<file path="config.mk">
export PLATFORM = sky130hd
export DESIGN_NAME = pbt_front
export DESIGN_NICKNAME = d
export VERILOG_FILES = /design/src/pbt_pkg.sv /design/src/pbt_front.sv
export VERILOG_INCLUDE_DIRS = /design/src /design/src/src
export SDC_FILE = /design/constraint.sdc
export NUM_CORES = 1
export LEC_CHECK = 0
export ABC_AREA = 1
export ABC_CLOCK_PERIOD_IN_PS = 4100
export BUFFER_PORTS_ARGS = -buffer_cell sky130_fd_sc_hd__clkbuf_2
export CAP_MARGIN = 40
export CORE_MARGIN = 4
export CORE_UTILIZATION = 47
export CTS_CLUSTER_SIZE = 40
export DETAILED_ROUTE_END_ITERATION = 8
export PLACE_DENSITY = 0.8
export SLEW_MARGIN = 10
export SYNTH_ARGS = -nofsm -noshare
export SYNTH_HDL_FRONTEND = slang
export SYNTH_SLANG_ARGS = --single-unit
</file>
<file path="constraint.sdc">
create_clock -name clk -period 4.1 [get_ports clk]
set_input_delay 0 -clock clk [delete_from_list [all_inputs] [get_ports clk]]
set_output_delay 0 -clock clk [all_outputs]
set_load 0.01 [all_outputs]
</file>
<file path="src/assert_macros.svh">
// Assertion helpers shared by the RTL files.
`ifndef ASSERT_MACROS_SVH
`define ASSERT_MACROS_SVH
// Implication checked on every clock edge outside reset.
`define PBT_ASSERT_IMP(label, clk, rst_n, cond, prop, msg) \
  label: assert property (@(posedge clk) disable iff (!rst_n) (cond) |-> (prop)) \
    else $error(msg);
// Next-cycle implication checked outside reset.
`define PBT_ASSERT_NXT(label, clk, rst_n, cond, prop, msg) \
  label: assert property (@(posedge clk) disable iff (!rst_n) (cond) |=> (prop)) \
    else $error(msg);
`endif

</file>
<file path="src/pbt_pkg.sv">
// ----------------------------------------------------------------------------
// pbt_pkg
// Types and constants of the paged block table.
// ----------------------------------------------------------------------------
`default_nettype none
package pbt_pkg;
  localparam int NUM_SEQS = 64;
  localparam int MAX_BLOCKS_PER_SEQ = 64;
  localparam int SEQ_W = 6;
  localparam int IDX_W = 6;
  localparam int CNT_W = 7;
  localparam int ADDR_W = SEQ_W + IDX_W;
  localparam int DEPTH = NUM_SEQS * MAX_BLOCKS_PER_SEQ;
  localparam logic [31:0] INVALID_ID = 32'hFFFF_FFFF;
  localparam int QDEPTH = 2;

  typedef enum logic [2:0] {
    CMD_APPEND = 3'd0, CMD_SWAP = 3'd1, CMD_LOOKUP = 3'd2, CMD_LOOKPOS = 3'd3,
    CMD_COUNT = 3'd4, CMD_CLEAR = 3'd5, CMD_CLEARALL = 3'd6, CMD_NONE = 3'd7
  } cmd_t;

  typedef enum logic [2:0] {
    ST_OK = 3'd0, ST_SEQ = 3'd1, ST_INDEX = 3'd2, ST_FULL = 3'd3,
    ST_EMPTY = 3'd4, ST_POS = 3'd5
  } status_t;

  localparam logic CFG_BLOCK_SIZE = 1'b0;
  localparam logic CFG_ACTIVE_SEQS = 1'b1;

  // Classified item handed from the front to the back.
  typedef struct packed {
    cmd_t            cmd;
    logic [SEQ_W-1:0] seq;
    logic [IDX_W-1:0] idx;
    logic [31:0]     pos;
    logic [31:0]     nid;
    logic            seq_ok;
    logic            pos_bad;
  } item_t;

  typedef enum logic [2:0] {
    S_IDLE, S_DIV, S_READ, S_WAIT, S_EMIT, S_CLR
  } bstate_t;
endpackage
`default_nettype wire

</file>
<file path="src/pbt_front.sv">
// ----------------------------------------------------------------------------
// pbt_front
// Accepts commands, checks the sequence range, the position sign and a zero block
// size, and queues classified items for the back end; CMD_NONE is not queued.
// ----------------------------------------------------------------------------
`default_nettype none
`include "assert_macros.svh"
module pbt_front import pbt_pkg::*; (
  input  wire logic        clk,
  input  wire logic        rst_n,
  input  wire logic        in_valid,
  output      logic        in_ready,
  input  wire logic [2:0]  in_cmd,
  input  wire logic [SEQ_W-1:0] in_seq,
  input  wire logic [IDX_W-1:0] in_idx,
  input  wire logic [31:0] in_pos,
  input  wire logic [31:0] in_nid,
  input  wire logic [15:0] bsize,
  input  wire logic [6:0]  active_seqs,
  output      logic        q_valid,
  input  wire logic        q_pop,
  output      item_t       q_item
);
  item_t     q_r [QDEPTH];
  logic      wp_r, wp_nxt, rp_r, rp_nxt;
  logic [1:0] cnt_r, cnt_nxt;
  logic      push;
  item_t     it;

  assign in_ready = (cnt_r != 2'(QDEPTH));
  assign push = in_valid && in_ready && (in_cmd != CMD_NONE);
  assign q_valid = (cnt_r != 2'd0);
  assign q_item = q_r[rp_r];

  // Classify the incoming command.
  always_comb begin
    it.cmd = cmd_t'(in_cmd);
    it.seq = in_seq;
    it.idx = in_idx;
    it.pos = in_pos;
    it.nid = in_nid;
    it.seq_ok = ({1'b0, in_seq} < active_seqs);
    it.pos_bad = in_pos[31] || (bsize == 16'd0);
  end

  always_comb begin
    wp_nxt = push ? ~wp_r : wp_r;
    rp_nxt = (q_pop && q_valid) ? ~rp_r : rp_r;
    cnt_nxt = cnt_r + 2'(push) - 2'(q_pop && q_valid);
  end

  // Queue storage.
  always_ff @(posedge clk) begin
    if (push) begin
      q_r[wp_r] <= it;
    end
  end

  always_ff @(posedge clk) begin
    if (!rst_n) begin
      wp_r <= 1'b0;
      rp_r <= 1'b0;
      cnt_r <= 2'd0;
    end else begin
      wp_r <= wp_nxt;
      rp_r <= rp_nxt;
      cnt_r <= cnt_nxt;
    end
  end

  `PBT_ASSERT_IMP(a_cnt_max, clk, rst_n, 1'b1, cnt_r <= 2'(QDEPTH), "queue overflow")
  `PBT_ASSERT_NXT(a_push_cnt, clk, rst_n, push && !q_pop, cnt_r == $past(cnt_r) + 2'd1,
    "queue count not advanced")
endmodule
`default_nettype wire

</file>
Word-level counts from Yosys, hierarchy flattened
Memory sizes are Yosys's and may differ from the RTL's. A register that Yosys moved wholly into a read port is not among the register bits. Cells that the tools add are included.

Add/subtract/negate cells: 2. Order comparisons: 1. Equality and inequality tests: 2. Muxes and demuxes: 4. Bitwise operators: 2. Reductions and logical operators: 6.

Operators with widths (count): $logic_not A16 Y1 (1); $lt A6 B7 Y1 (1); $mux W1 (4); $logic_and A1 B1 Y1 (3); $ne A3 B3 Y1 const B (1); $add A2 B1 Y2 (1); $ne A2 B2 Y1 const B (1); $not A1 Y1 (2); $reduce_bool A2 Y1 (1); $sub A2 B1 Y2 (1); $logic_or A1 B1 Y1 (1).

Bits in registers: 4. RAM bits: 162. Bits of input ports: 106. Word-level logic and storage cells: 21. Memories: 1.

Memories: q_r (words 2, bits a word 81, rd ports 1, clocked after memory_dff 1, wr ports 1, RTL line pbt_front.sv:24) `item_t q_r [QDEPTH];`.

Longest topological paths before layout
Depth in word-level cells: 5. Mapped depth: 12. Gate-level depth less buffers: 12.

Least setup slack after synthesis
No wires, ideal clock.

Kind: register -> register. Start: reg cnt_r[0]. End: mem q_r[0][0] (netlist name), enable pin. Arrival: 4140 ps. Setup slack: -561 ps. Stages on the path, launching flop included: 7. Buffers on the path: 0. Cells stage by stage: dfxtp_1 inv_1 nand2_1 nand2_1 nor2_1 inv_1 nor2_1.

Cells in the longest elaborated chain, start to end: 5.

RTL lines: from (decl) (RTL line pbt_front.sv:26) `logic [1:0] cnt_r, cnt_nxt;`; from (signal assigned) (RTL line pbt_front.sv:67) `cnt_r <= cnt_nxt;`; $ne A2 B2 Y1 (RTL line pbt_front.sv:30) `assign in_ready = (cnt_r != 2'(QDEPTH));`; named net in_ready (RTL line pbt_front.sv:12) `output logic in_ready,`; $logic_and A1 B1 Y1 (2 in series) (RTL line pbt_front.sv:31) `assign push = in_valid && in_ready && (in_cmd != CMD_NONE);`; $mux W1 (RTL line pbt_front.sv:54) `if (push) begin`; $mux W1 (implied by the code) (RTL line pbt_front.sv:55) `q_r[wp_r] <= it;`; to (decl) (RTL line pbt_front.sv:24).

The timed path passes the listed nets, and every way through them passes these cells.

==> impl_metrics.py <==
metrics = {
    "sta": {
        "fmax_ghz": 0.466,
        "period_share_pct": 52.4,
        "whs_ns": 0.0182,
        "rsz0062_at_grt": "false",
        "maxSlewViolCount": 0,
        "relSlewSlack_pct": 64.7,
        "fin_skew_ns": 0.00721,
        "setup_viol": 0,
        "finalHoldViolCount": 0,
        "setup_ws_ns": 1.95,
        "fin_crit_ns": 2.15,
        "tightest_slew_ns": 0.529,
        "totalNegativeSetupSlack_ns": 0,
    },
    "synthesis": {
        "syn_inst": 333,
        "ys_top_cells_by_count": "edfxtp_1 (162), mux2_4 (80), nand2_1 (22)",
        "synth_ff_type": "edfxtp_1",
        "syn_nets": 446,
        "netlist_top_cells_area": "edfxtp_1 (72%), mux2_4 (18%), buf_12 (2.4%), dfxtp_1 (1.5%), ha_1 (1.3%)",
        "syn_area_per_cell_sq_um": 20.2,
        "ys_warn_count": 0,
        "ys_ff_latch": 167,
        "synth_area_leader_cell": "edfxtp_1",
        "synth_most_common_cell": "edfxtp_1",
        "async_flop_share_pct": 0,
        "netlist_area_sq_um": 6710,
        "synth_top_area_share_pct": 72.5,
        "ys_types": 17,
        "synth_edf_count": 162,
        "seq_area_frac_synth_pct": 73.9,
    },
    "placement": {
        "dp_hpwl_mm": 8.93,
        "port-buffer-count": 188,
        "dp_slack_ns": 2.20,
        "gp_congestion": 0.792,
        "dpl.cell_count": 698,
    },
    "power_and_ir_drop": {
        "ir_drop_v": 0.000401,
        "power.total_w": 0.00533,
        "leakage_nw": 3.84,
        "p_per_area_nw_per_um2": 576,
    },
    "die": {
        "rows": 43,
        "core_area_sq_um": 13900,
        "die_h_um": 128,
        "pin_count": 189,
        "dieWidth_um": 128,
        "initial_core_util_pct": 48.2,
        "dieArea_sq_um": 16300,
    },
    "routing": {
        "vias": 3894,
        "drt_first_pass_iters": 4,
        "ant_nets": 0,
        "wl_per_cell_um": 16.9,
        "via_per_inst": 4.80,
        "wirelength_mm": 13.7,
        "drt_iter0_drc": 208,
        "drc_errors": 0,
    },
    "setup_path": {
        "reg2reg_depth": 8,
        "required_ns": 4.10,
        "crit_type": "flip-flop to primary output",
        "crit_fanout": 28,
        "worstSetupEndpointType": "primary output",
        "start_kind": "flip-flop",
        "crit_arrival_ns": 2.15,
    },
    "final_layout": {
        "syn2layout_area_growth_pct": 37.8,
        "nets": 731,
        "drive_above_1_share_pct": 49.1,
        "antenna_cells": 0,
        "stdcell_count": 811,
    },
    "min_path": {
        "hold_depth": 4,
        "hp-class": "primary input to flip-flop",
    },
    "grt": {
        "grt_pass1_wl_mm": 20.9,
        "antenna_found_initial": 0,
        "grt_pass1_vias": 4259,
        "overflow": 0,
        "grt_usage_pct": 16.8,
        "grt_start_max_net_pins": 52,
    },
    "clocking": {
        "cts-resized-gates": 0,
        "cts.reportedPaths.clkPinSlew_ns": 0.06,
        "cts.path.max_buffers": 2,
        "cts_tree": "yes",
        "cts_sinks": 167,
        "cts_root_buf": "clkbuf_16",
        "numCtsBuffers": 17,
        "worstSkewPairLatency_ns": 0.41,
        "htreeDepth": 4,
    },
    "run": {
        "maxCapViolations": 0,
    },
    "outcome": {
        "status": "finished, final reports clean",
    },
}
cell families after synthesis:
| kind of cell | count (synthesis) | synth area share, % |
|---|---|---|
| AO/OA/AOI/OAI | 4 | 0.335 |
| XOR/XNOR | 1 | 0.130 |
| adder cells (fa/ha/maj) | 7 | 1.30 |
| buffers and inverters | 26 | 3.50 |
| flip-flops | 167 | 73.9 |
| multiplexers | 81 | 18.1 |
| AND/OR/NAND/NOR | 47 | 2.72 |
worst paths after layout:
path / start / endpoint / slack [ns]
max: flip-flop / q_item[76] / 1.95
min: q_pop / flip-flop / 0.02
min reg2reg: rp_r$_SDFFE_PN0P_ / flip-flop / 0.52
max reg2reg: cnt_r[0]$_SDFF_PN0_ / q_r[0][45]$_DFFE_PP_ / 2.16
cell usage in the layout, fill, tap and decap left out, types with 2 or more instances in the layout:
cell type	instances
nand2_1	22
clkbuf_2	188
mux2_4	80
inv_1	16
nand3_1	2
bufinv_16	4
edfxtp_1	162
nor2_1	20
clkbuf_8	3
clkbuf_16	17
buf_4	3
dlygate4sd3_1	81
clkinv_4	3
dfxtp_1	4
clkinv_2	5
buf_12	3
a21oi_1	2
ha_1	7
worst max-delay path, cell delays in order, from the launching register on:
cell and delay [ns]:
dfxtp_4 0.68, buf_4 0.54, mux2_4 0.35, clkbuf_2 0.13
routing by layer:
metal | GRT usage (%) | part of all wire, % | vias up
li1 | - | - | 1824
met1 | 18.1 | 38 | 1866
met2 | 30.8 | 54 | 171
met3 | 4.35 | 6.0 | 33
met4 | 7.82 | 2.8 | 0
met5 | 0 | 0 | -
final cells by class:
class                      instances  area [sq um]
fill                             929          4680
timing repair buffer             275          1830
multi-input combinational        140          1520
inverter                          17          65.1
clock buffer                      20           467
tap                              180           225
clock inverter                    12           174
sequential                       167          4970
sequential cells by signal, summed over array words and instances, names as in the netlist, named ones only:
register / count
cnt_r: 2
q_r: 162
wp_r: 1
rp_r: 1
power breakdown:
group	switching (W)	internal, W	total, W	leakage (nW)
Clock	0.000606	0.00107	0.00167	0.316
Combinational	0.000662	0.000727	0.00139	1.98
Sequential	0.000111	0.00216	0.00227	1.55
Total	0.00138	0.00395	0.00533	3.84
per-stage QoR:
stage | utilization [%] | cell area, sq um
5_1_grt | 66.4 | 9260
3_5_place_dp | 56.0 | 7800
2_1_floorplan | - | 6720
6_report | 66.4 | 9260
4_1_cts | 66.4 | 9260
3_3_place_gp | 55.7 | 7760
what timing repair did:
action	in CTS	in global routing
hold endpoints to repair	165	0
hold buffers	81	0
buffers inserted	0	0
Note: power is estimated with default switching activity, not from simulation.
